**src/rtl/core/u2d_pkg.sv**
```systemverilog
package u2d_pkg;

    localparam int VALUE_W  = 32;
    localparam int NUM_DIG  = 10;
    localparam int NIB_W    = 4;
    localparam int CNT_W    = 4;
    localparam int CHAR_W   = 6;
    localparam int BIT_CNTW = $clog2(VALUE_W);

    // ASCII '0' is 6'b110000, so a digit 0..9 maps to {2'b11, digit}
    localparam logic [1:0] ASCII_ZERO_HI = 2'b11;

    typedef logic [NUM_DIG-1:0][NIB_W-1:0] t_bcd;

    typedef struct packed {
        t_bcd             bcd;
        logic [CNT_W-1:0] count;
    } t_entry;

endpackage

```
**src/rtl/core/u2d_front.sv**
```systemverilog
module u2d_front (
    input  logic                           i_clk,
    input  logic                           i_rst_n,
    input  logic                           i_push,
    input  logic [u2d_pkg::VALUE_W-1:0]    i_value,
    output logic                           o_full,
    output logic                           o_q_push,
    output u2d_pkg::t_entry                o_q_data,
    input  logic                           i_q_full
);
    import u2d_pkg::*;

    typedef enum logic [2:0] {
        S_IDLE  = 3'b001,
        S_SHIFT = 3'b010,
        S_PUSH  = 3'b100
    } t_state;

    t_state                      r_state, n_state;
    logic [BIT_CNTW-1:0]         r_bit, n_bit;
    logic [VALUE_W-1:0]          r_bin, n_bin;
    t_bcd                        r_bcd, n_bcd;
    t_bcd                        adj;
    logic [NUM_DIG*NIB_W-1:0]    adj_flat;
    logic [CNT_W-1:0]            digit_count;

    // add 3 to every digit of 5 or more before the shift
    always_comb begin
        for (int i = 0; i < NUM_DIG; i++) begin
            adj[i] = (r_bcd[i] >= NIB_W'(5)) ? r_bcd[i] + NIB_W'(3) : r_bcd[i];
        end
    end

    assign adj_flat = adj;

    // position of the highest nonzero digit; zero still has one digit
    always_comb begin
        digit_count = CNT_W'(1);
        for (int i = 0; i < NUM_DIG; i++) begin
            if (r_bcd[i] != '0) begin
                digit_count = CNT_W'(i + 1);
            end
        end
    end

    always_comb begin
        n_state = r_state;
        n_bit   = r_bit;
        n_bin   = r_bin;
        n_bcd   = r_bcd;
        unique case (r_state)
            S_IDLE: begin
                if (i_push) begin
                    n_state = S_SHIFT;
                    n_bit   = BIT_CNTW'(VALUE_W - 1);
                    n_bin   = i_value;
                    n_bcd   = '0;
                end
            end
            S_SHIFT: begin
                n_bcd = {adj_flat[NUM_DIG*NIB_W-2:0], r_bin[VALUE_W-1]};
                n_bin = {r_bin[VALUE_W-2:0], 1'b0};
                n_bit = r_bit - BIT_CNTW'(1);
                if (r_bit == '0) begin
                    n_state = S_PUSH;
                end
            end
            S_PUSH: begin
                if (!i_q_full) begin
                    n_state = S_IDLE;
                end
            end
            default: n_state = S_IDLE;
        endcase
    end

    always_ff @(posedge i_clk) begin
        if (!i_rst_n) begin
            r_state <= S_IDLE;
        end else begin
            r_state <= n_state;
        end
    end

    always_ff @(posedge i_clk) begin
        r_bit <= n_bit;
        r_bin <= n_bin;
        r_bcd <= n_bcd;
    end

    assign o_full         = (r_state != S_IDLE);
    assign o_q_push       = (r_state == S_PUSH) && !i_q_full;
    assign o_q_data.bcd   = r_bcd;
    assign o_q_data.count = digit_count;

endmodule

```
**src/rtl/core/u2d_fifo.sv**
```systemverilog
module u2d_fifo (
    input  logic            i_clk,
    input  logic            i_rst_n,
    input  logic            i_push,
    input  u2d_pkg::t_entry i_data,
    output logic            o_full,
    input  logic            i_pop,
    output u2d_pkg::t_entry o_data,
    output logic            o_empty
);
    import u2d_pkg::*;

    t_entry     r_mem [2];
    logic       r_wr, r_rd;
    logic [1:0] r_cnt, n_cnt;
    logic       do_push, do_pop;

    assign o_full  = (r_cnt == 2'd2);
    assign o_empty = (r_cnt == 2'd0);
    assign do_push = i_push && !o_full;
    assign do_pop  = i_pop && !o_empty;
    assign o_data  = r_mem[r_rd];

    always_comb begin
        n_cnt = r_cnt;
        if (do_push && !do_pop) begin
            n_cnt = r_cnt + 2'd1;
        end else if (do_pop && !do_push) begin
            n_cnt = r_cnt - 2'd1;
        end
    end

    always_ff @(posedge i_clk) begin
        if (!i_rst_n) begin
            r_wr  <= 1'b0;
            r_rd  <= 1'b0;
            r_cnt <= 2'd0;
        end else begin
            r_cnt <= n_cnt;
            if (do_push) begin
                r_wr <= ~r_wr;
            end
            if (do_pop) begin
                r_rd <= ~r_rd;
            end
        end
    end

    always_ff @(posedge i_clk) begin
        if (do_push) begin
            r_mem[r_wr] <= i_data;
        end
    end

endmodule

```
**src/rtl/core/u2d_back.sv**
```systemverilog
module u2d_back (
    input  logic                          i_clk,
    input  logic                          i_rst_n,
    input  u2d_pkg::t_entry               i_q_data,
    input  logic                          i_q_empty,
    output logic                          o_q_pop,
    input  logic                          i_pop,
    output logic                          o_empty,
    output logic [u2d_pkg::CHAR_W-1:0]    o_digit_char,
    output logic [u2d_pkg::CNT_W-1:0]     o_digit_count,
    output logic                          o_last
);
    import u2d_pkg::*;

    logic             r_valid;
    t_bcd             r_bcd;
    logic [CNT_W-1:0] r_count;
    logic [CNT_W-1:0] r_pos;
    logic             at_last, take, load;

    assign at_last = (r_pos == '0);
    assign take    = r_valid && i_pop;
    // refill when idle or when the final digit of a run leaves
    assign load    = !i_q_empty && (!r_valid || (take && at_last));
    assign o_q_pop = load;

    always_ff @(posedge i_clk) begin
        if (!i_rst_n) begin
            r_valid <= 1'b0;
        end else if (load) begin
            r_valid <= 1'b1;
        end else if (take && at_last) begin
            r_valid <= 1'b0;
        end
    end

    always_ff @(posedge i_clk) begin
        if (load) begin
            r_bcd   <= i_q_data.bcd;
            r_count <= i_q_data.count;
            r_pos   <= i_q_data.count - CNT_W'(1);
        end else if (take) begin
            r_pos   <= r_pos - CNT_W'(1);
        end
    end

    assign o_empty       = !r_valid;
    assign o_digit_char  = {ASCII_ZERO_HI, r_bcd[r_pos]};
    assign o_digit_count = r_count;
    assign o_last        = at_last;

endmodule

```
**src/rtl/core/unsigned_to_decimal_digits_unit.sv**
```systemverilog
// Path: an accepted value passes 32 shift-add-3 steps in the front converter,
//   is enqueued, then is loaded into the emitter that gives its first digit.
// Throughput: a new value is taken only once the 32-step converter has enqueued
//   the last one; digits of a run leave one per cycle while pop is held.
// Reset: synchronous active-low reset empties the queue and idles both sides.
module unsigned_to_decimal_digits_unit (
    input  logic                          i_clk,
    input  logic                          i_rst_n,
    input  logic                          push,
    output logic                          full,
    input  logic [u2d_pkg::VALUE_W-1:0]   i_value,
    output logic                          empty,
    input  logic                          pop,
    output logic [u2d_pkg::CHAR_W-1:0]    o_digit_char,
    output logic [u2d_pkg::CNT_W-1:0]     o_digit_count,
    output logic                          o_last
);
    import u2d_pkg::*;

    logic   q_push, q_full, q_pop, q_empty;
    t_entry q_wdata, q_rdata;

    u2d_front u_front (
        .i_clk    (i_clk),
        .i_rst_n  (i_rst_n),
        .i_push   (push),
        .i_value  (i_value),
        .o_full   (full),
        .o_q_push (q_push),
        .o_q_data (q_wdata),
        .i_q_full (q_full)
    );

    u2d_fifo u_fifo (
        .i_clk   (i_clk),
        .i_rst_n (i_rst_n),
        .i_push  (q_push),
        .i_data  (q_wdata),
        .o_full  (q_full),
        .i_pop   (q_pop),
        .o_data  (q_rdata),
        .o_empty (q_empty)
    );

    u2d_back u_back (
        .i_clk         (i_clk),
        .i_rst_n       (i_rst_n),
        .i_q_data      (q_rdata),
        .i_q_empty     (q_empty),
        .o_q_pop       (q_pop),
        .i_pop         (pop),
        .o_empty       (empty),
        .o_digit_char  (o_digit_char),
        .o_digit_count (o_digit_count),
        .o_last        (o_last)
    );

endmodule

```
**config.mk**
```make
export PLATFORM = sky130hd
export DESIGN_NAME = unsigned_to_decimal_digits_unit
export DESIGN_NICKNAME = d
export VERILOG_FILES = /design/src/rtl/core/u2d_pkg.sv /design/src/rtl/core/u2d_front.sv /design/src/rtl/core/u2d_fifo.sv /design/src/rtl/core/u2d_back.sv /design/src/rtl/core/unsigned_to_decimal_digits_unit.sv
export SDC_FILE = /design/constraint.sdc
export NUM_CORES = 1
export LEC_CHECK = 0
export BUFFER_PORTS_ARGS = -buffer_cell sky130_fd_sc_hd__buf_4
export CORE_UTILIZATION = 50
export DETAILED_ROUTE_END_ITERATION = 8
export GPL_TIMING_DRIVEN = 0
export PLACE_DENSITY = 0.76
export SLEW_MARGIN = 20
export SYNTH_ARGS = -nofsm -noshare
export SYNTH_HDL_FRONTEND = slang
export SYNTH_SLANG_ARGS = --single-unit
export TNS_END_PERCENT = 5
```
**constraint.sdc**
```tcl
create_clock -name i_clk -period 8.9 [get_ports i_clk]
set_input_delay 1.335 -clock i_clk [delete_from_list [all_inputs] [get_ports i_clk]]
set_output_delay 1.335 -clock i_clk [all_outputs]
set_load 0.01 [all_outputs]
```
==> flow_summary.toml, run 1 <==
[clocking]
clk_root_buffer_cell = "sky130_fd_sc_hd__clkbuf_16"
cts-hold-fix-buffers = 0
postCtsSetupBuffers = 0
tritoncts = "done"
numCtsBuffers = 23
postCtsResizedCells = 0
clk_latency_ns = 0.50
clock_sink_count = 222
clockBufferDepth = 3
worst_setup_hold_path_clk_slew_ns = 0.06
htree_levels = 1

[logic_synthesis]
post_synth_inst_count = 681
netlist.area_leader.share = 0.669
yosysWarningCount = 0
most_frequently_used_cell_type_in_the_post_synthesis_netlist = "sky130_fd_sc_hd__edfxtp_1"
synth_area_per_cell_um2 = 14.0
synth_top_cells_by_area = "sky130_fd_sc_hd__edfxtp_1, sky130_fd_sc_hd__mux2_2, sky130_fd_sc_hd__nand2_1"
synth_area_um2 = 9560
yosys.cell_types.count = 43
synth_top_cell_by_area = "sky130_fd_sc_hd__edfxtp_1"
register_area_share_after_synthesis = 0.688
dominantRegCellSynth = "sky130_fd_sc_hd__edfxtp_1"
synth_async_sr_flop_share = 0
synth_enable_flop_cells = 213
synth_seq_cells = 222
post_synth_most_frequent_cells = "sky130_fd_sc_hd__edfxtp_1, sky130_fd_sc_hd__nand2_1, sky130_fd_sc_hd__mux2_2"

[timing]
final_hold_viol_count = 0
max_slew_margin = 0.426
final_setup_violations = 0
rsz0062_at_grt = "no"
fmaxAchievable_mhz = 271
fin_skew_ns = 0.00808
setup_tns_ns = 0
worstMarginPinSlew_ns = 0.861
timing.final.max_slew_violations = 0
fin_ws_ns = 5.21
final.min_clock_period_ns = 3.69
whs_ns = 0.492
post-route-period-util = 0.414

[grt]
overflow = 0
number_of_global_route_vias_before_repair = 5645
grt_usage = 0.196
grt_first_pass_wirelength_um = 29700
grt_antenna_before_repair = 0
grt_max_degree = 33

[placed_design]
placed_cells_incl_taps = 970
cell_area_after_placement_um2 = 10400
detailedPlace.worstSlack_ns = 5.78
dp.final_hpwl_um = 12300
port_buffers = 46
final_weighted_congestion_in_routability_driven_placement = 0.771

[setup_path]
nature_of_the_critical_path_startpoint = "register"
cp_cell_sequence = "clkbuf_1 -> mux4_2 -> mux2i_1 -> o21ai_0 -> buf_4"
worst-endpoint-required_ns = 7.57
arrival_ns = 2.35
crit_path_max_incr_delay_ns = 0.51
timing.critical_path.fanout_max = 10
rr_startpoint = "u_front.r_state[1]"
critPathCaptureType = "primary output"
worst_path_max_delay_cell = "sky130_fd_sc_hd__clkbuf_1"
critical_path_class = "reg2out"
critical_path.startpoint = "u_back.r_pos[1]"
timing.reg2reg.setup_slack_ns = 6.44

[floorplan]
num_io_pins = 49
fp.coreArea_um2 = 18700
floorplan.rows = 50
die_h_um = 140
full_die_area_um2 = 19700
initial_core_utilization = 0.511
die_w_um = 140

[layout]
post_route_cells_drive_above_1_share = 0.208
fin_cells = 1011
stdcell_area_um2 = 11200
insertedDiodeCount = 0
area.growth.synth_to_final_pct = 17.3
final_util = 0.599
final_net_count = 821
n_fill_cell = 1356

[pwr]
totalPowerFinal_mw = 2.99
cellLeakagePower_nw = 4.07
ir_drop_uv = 114
total_power_density_per_cell_area_nw_per_um2 = 266

[detailed_routing]
via_count = 5499
routedWlPerCell_um = 18.6
drt_first_pass_iters = 5
drt_first_iter_violations = 361
wl_um = 18800
antenna_violating_nets_post_route = 0
route.detailed.drc = 0
routed_via_density = 5.44

[outcome]
run_status = "complete, no violations"

[worst_hold_path]
hold_path_startpoint = "u_front.o_q_data[41]"
timing.hold.worst.class = "reg2reg"

[job]
max-cap-violations = 0
[layer usage]
| metal | share of wire | track usage | vias up |
|---|---|---|---|
| li1 | - | - | 2616 |
| met1 | 0.41 | 0.245 | 2725 |
| met2 | 0.53 | 0.360 | 129 |
| met3 | 0.045 | 0.0215 | 29 |
| met4 | 0.018 | 0.0578 | 0 |
| met5 | 0 | 0 | - |
[flip-flops by register name (all words and copies together) (netlist names), named ones only]
signal	flops
u_back.r_pos	4
u_fifo.r_mem	88
u_back.r_valid	1
u_back.o_digit_count	4
u_back.r_bcd	40
u_fifo.r_wr	1
u_front.r_state	3
u_front.r_bit	5
u_fifo.r_rd	1
u_front.o_q_data	40
u_fifo.r_cnt	2
u_front.r_bin	32
[cell usage in the layout, fill, tap and decap left out, types with 3 or more instances in the layout]
cell type,n
sky130_fd_sc_hd__edfxtp_1,213
sky130_fd_sc_hd__clkinvlp_4,3
sky130_fd_sc_hd__clkbuf_1,19
sky130_fd_sc_hd__a21oi_1,26
sky130_fd_sc_hd__buf_16,6
sky130_fd_sc_hd__dfxtp_1,9
sky130_fd_sc_hd__nor3b_1,7
sky130_fd_sc_hd__mux2i_1,10
sky130_fd_sc_hd__xnor2_1,16
sky130_fd_sc_hd__a31oi_1,3
sky130_fd_sc_hd__nor3_1,12
sky130_fd_sc_hd__mux2_2,44
sky130_fd_sc_hd__buf_2,3
sky130_fd_sc_hd__a211oi_1,10
sky130_fd_sc_hd__clkbuf_16,23
sky130_fd_sc_hd__ha_1,24
sky130_fd_sc_hd__nand2b_1,13
sky130_fd_sc_hd__and2_1,5
sky130_fd_sc_hd__buf_4,48
sky130_fd_sc_hd__clkinv_4,3
sky130_fd_sc_hd__nand3b_1,4
sky130_fd_sc_hd__xor2_1,10
sky130_fd_sc_hd__o21ai_0,23
sky130_fd_sc_hd__clkinv_2,4
sky130_fd_sc_hd__bufinv_16,4
sky130_fd_sc_hd__nor2b_1,11
sky130_fd_sc_hd__inv_1,27
sky130_fd_sc_hd__mux4_2,7
sky130_fd_sc_hd__nor2_1,33
sky130_fd_sc_hd__or3b_2,3
sky130_fd_sc_hd__nand2_1,121
[logic make-up (layout without fill, tap and decap cells)]
family / Yosys count / count (layout) / share of synthesized area
DFF: 222 / 222 / 0.688
buffers and inverters: 53 / 148 / 0.0236
xor gates and xnor gates: 27 / 27 / 0.0255
other: 1 / 2 / 0.000392
adders and majority gates: 24 / 24 / 0.0314
and+or+nand+nor: 221 / 221 / 0.107
muxes: 62 / 62 / 0.0816
AOI/OAI and AO/OA: 71 / 71 / 0.0426
[worst max-delay path, delay by kind of cell (launching register included)]
family                 cells  cell delay [ns]
AO/OA/AOI/OAI              1             0.10
buffers and inverters      2             0.67
flip-flops                 1             0.49
multiplexers               2             0.58
[path summary, 6_finish.rpt]
kind,end,cells after the start
max reg2reg,u_front.o_q_data[32],8
min,u_fifo.r_mem[1][41],0
max,o_digit_char[0],5
min reg2reg,u_fifo.r_mem[1][41],0
[area by class of cell]
cell class	instances	area, um^2	area share
Buffer	25	120	0.0107
Multi-Input combinational cell	407	2780	0.248
Inverter	28	105	0.00937
Clock inverter	16	196	0.0175
Tap cell	234	293	0.0261
Timing Repair Buffer	54	551	0.0491
Clock buffer	25	593	0.0529
Sequential cell	222	6580	0.586
[where the power goes]
part	internal [mW]	switching, mW	total [mW]
Combinational	0.274	0.313	0.587
Sequential	1.33	0.0761	1.41
Clock	0.600	0.391	0.991
No activity file was read; power rests on OpenSTA's default activity.
==> run 2, diff against run 1 <==
==> constraint.sdc (replaced) <==
create_clock -name i_clk -period 3.8 [get_ports i_clk]
set_input_delay 0.57 -clock i_clk [delete_from_list [all_inputs] [get_ports i_clk]]
set_output_delay 0.57 -clock i_clk [all_outputs]
set_load 0.01 [all_outputs]
==> flow_summary.toml, run 2 (synthesis gave the netlist of run 1 again) <==
[timing]
max_slew_margin = 0.473
rsz0062_at_grt = "no"
final_hold_viol_count = 0
setup_tns_ns = 0
fin_skew_ns = 0.0138
post-route-period-util = 0.776
worstMarginPinSlew_ns = 0.791
final.min_clock_period_ns = 2.95
final_setup_violations = 0
timing.final.max_slew_violations = 0
fmaxAchievable_mhz = 339

[pwr]
total_power_density_per_cell_area_nw_per_um2 = 631
clock_power_share = 0.343
seqPwrFrac = 0.465
ir_drop_uv = 367
power.switching_mw = 1.82
switching_share = 0.256
cellLeakagePower_nw = 4.08
internal_power_mw = 5.27
pwr-share-comb = 0.192

[setup_path]
worst-endpoint-required_ns = 3.23
nature_of_the_critical_path_startpoint = "register"
arrival_ns = 2.38
critical_path_class = "reg2out"
critPathCaptureType = "primary output"
timing.critical_path.fanout_max = 10

[outcome]
run_status = "complete, no violations"

[grt]
number_of_global_route_vias_before_repair = 5721
grt_first_pass_wirelength_um = 29500
overflow = 0
grt_max_degree = 33
grt_usage = 0.194
grt_antenna_before_repair = 0

[floorplan]
die_h_um = 140
initial_core_utilization = 0.511
die_w_um = 140
floorplan.rows = 50
num_io_pins = 49
fp.coreArea_um2 = 18700
full_die_area_um2 = 19700

[clocking]
clk_latency_ns = 0.50
clock_sink_count = 222
htree_levels = 1
clockBufferDepth = 3
postCtsSetupBuffers = 0
tritoncts = "done"
numCtsBuffers = 22
clk_root_buffer_cell = "sky130_fd_sc_hd__clkbuf_16"
worst_setup_hold_path_clk_slew_ns = 0.06
cts-hold-fix-buffers = 0
postCtsResizedCells = 0

[detailed_routing]
routed_via_density = 5.51
via_count = 5557
antenna_violating_nets_post_route = 0
drt_first_pass_iters = 5
wl_um = 18700
routedWlPerCell_um = 18.5
drt_first_iter_violations = 414
route.detailed.drc = 0

[worst_hold_path]
timing.hold.worst.class = "in2reg"

[layout]
layout.cells.most_common_list = "sky130_fd_sc_hd__edfxtp_1, sky130_fd_sc_hd__nand2_1, sky130_fd_sc_hd__buf_4, sky130_fd_sc_hd__mux2_2, sky130_fd_sc_hd__nor2_1"
post_route_cells_drive_above_1_share = 0.208
register_with_the_highest_flop_count = "u_fifo.r_mem"
final_net_count = 820
commonest_non_fill_non_tap_cell_in_the_layout = "sky130_fd_sc_hd__edfxtp_1"
insertedDiodeCount = 0
largest_register_ffs = 88
final_util = 0.601
area.growth.synth_to_final_pct = 17.6

[placed_design]
dp.final_hpwl_um = 12200
port_buffers = 46
final_weighted_congestion_in_routability_driven_placement = 0.756

[job]
max-cap-violations = 0
## run 2: through the flow
step	hold WS [ns]	std cells	instance area, um^2	setup slack (ns)	total power [mW]
detailed placement	0.484	970	10400	1.43	4.69
floorplan	0.445	682	9560	0.441	4.19
finish	0.333	1009	11200	0.851	7.09
global route	0.325	1009	11200	0.764	7.36
global placement	0.465	962	10200	-0.743	4.58
CTS	0.315	1009	11200	0.857	7.13
## run 2: path summary, 6_finish.rpt
path	startpoint	to	slack, ns	depth (start not counted)
max reg2reg	u_back.r_pos[1]	u_fifo.r_cnt[1]	1.43	6
min	i_rst_n	u_front.r_state[0]	0.33	2
max	u_back.r_pos[1]	o_digit_char[0]	0.85	5
min reg2reg	u_front.o_q_data[41]	u_fifo.r_mem[1][41]	0.50	0
## run 2: worst max-delay path: stages (launching register included)
cell and delay, ns:
sky130_fd_sc_hd__edfxtp_1 0.47, sky130_fd_sc_hd__clkbuf_1 0.54, sky130_fd_sc_hd__mux4_2 0.43, sky130_fd_sc_hd__mux2i_1 0.14, sky130_fd_sc_hd__o21ai_0 0.11, sky130_fd_sc_hd__buf_4 0.17
## run 2: layer usage
metal,vias up,global-route usage,wire length (um)
li1,2608,-,-
met1,2746,0.239,7500
met2,149,0.345,9730
met3,54,0.0250,791
met4,0,0.0804,668
met5,-,0,0
## run 2: power groups by stage
stage	clock network [mW]	registers (mW)	logic, mW
after global placement	0	3.34	1.25
after CTS	2.46	3.30	1.37
after floorplan	0	3.29	0.900
final	2.43	3.30	1.36
after detailed placement	0	3.34	1.35
after global routing	2.55	3.33	1.48
## run 2: final cells by class
class	instances	area, um^2
plain buffers	25	120
clock buffers	24	579
clock inverters	15	239
fillers	1334	7470
inverters	28	105
multi-input cells	407	2780
flip-flops and latches	222	6580
well taps	234	293
repair buffers	54	543
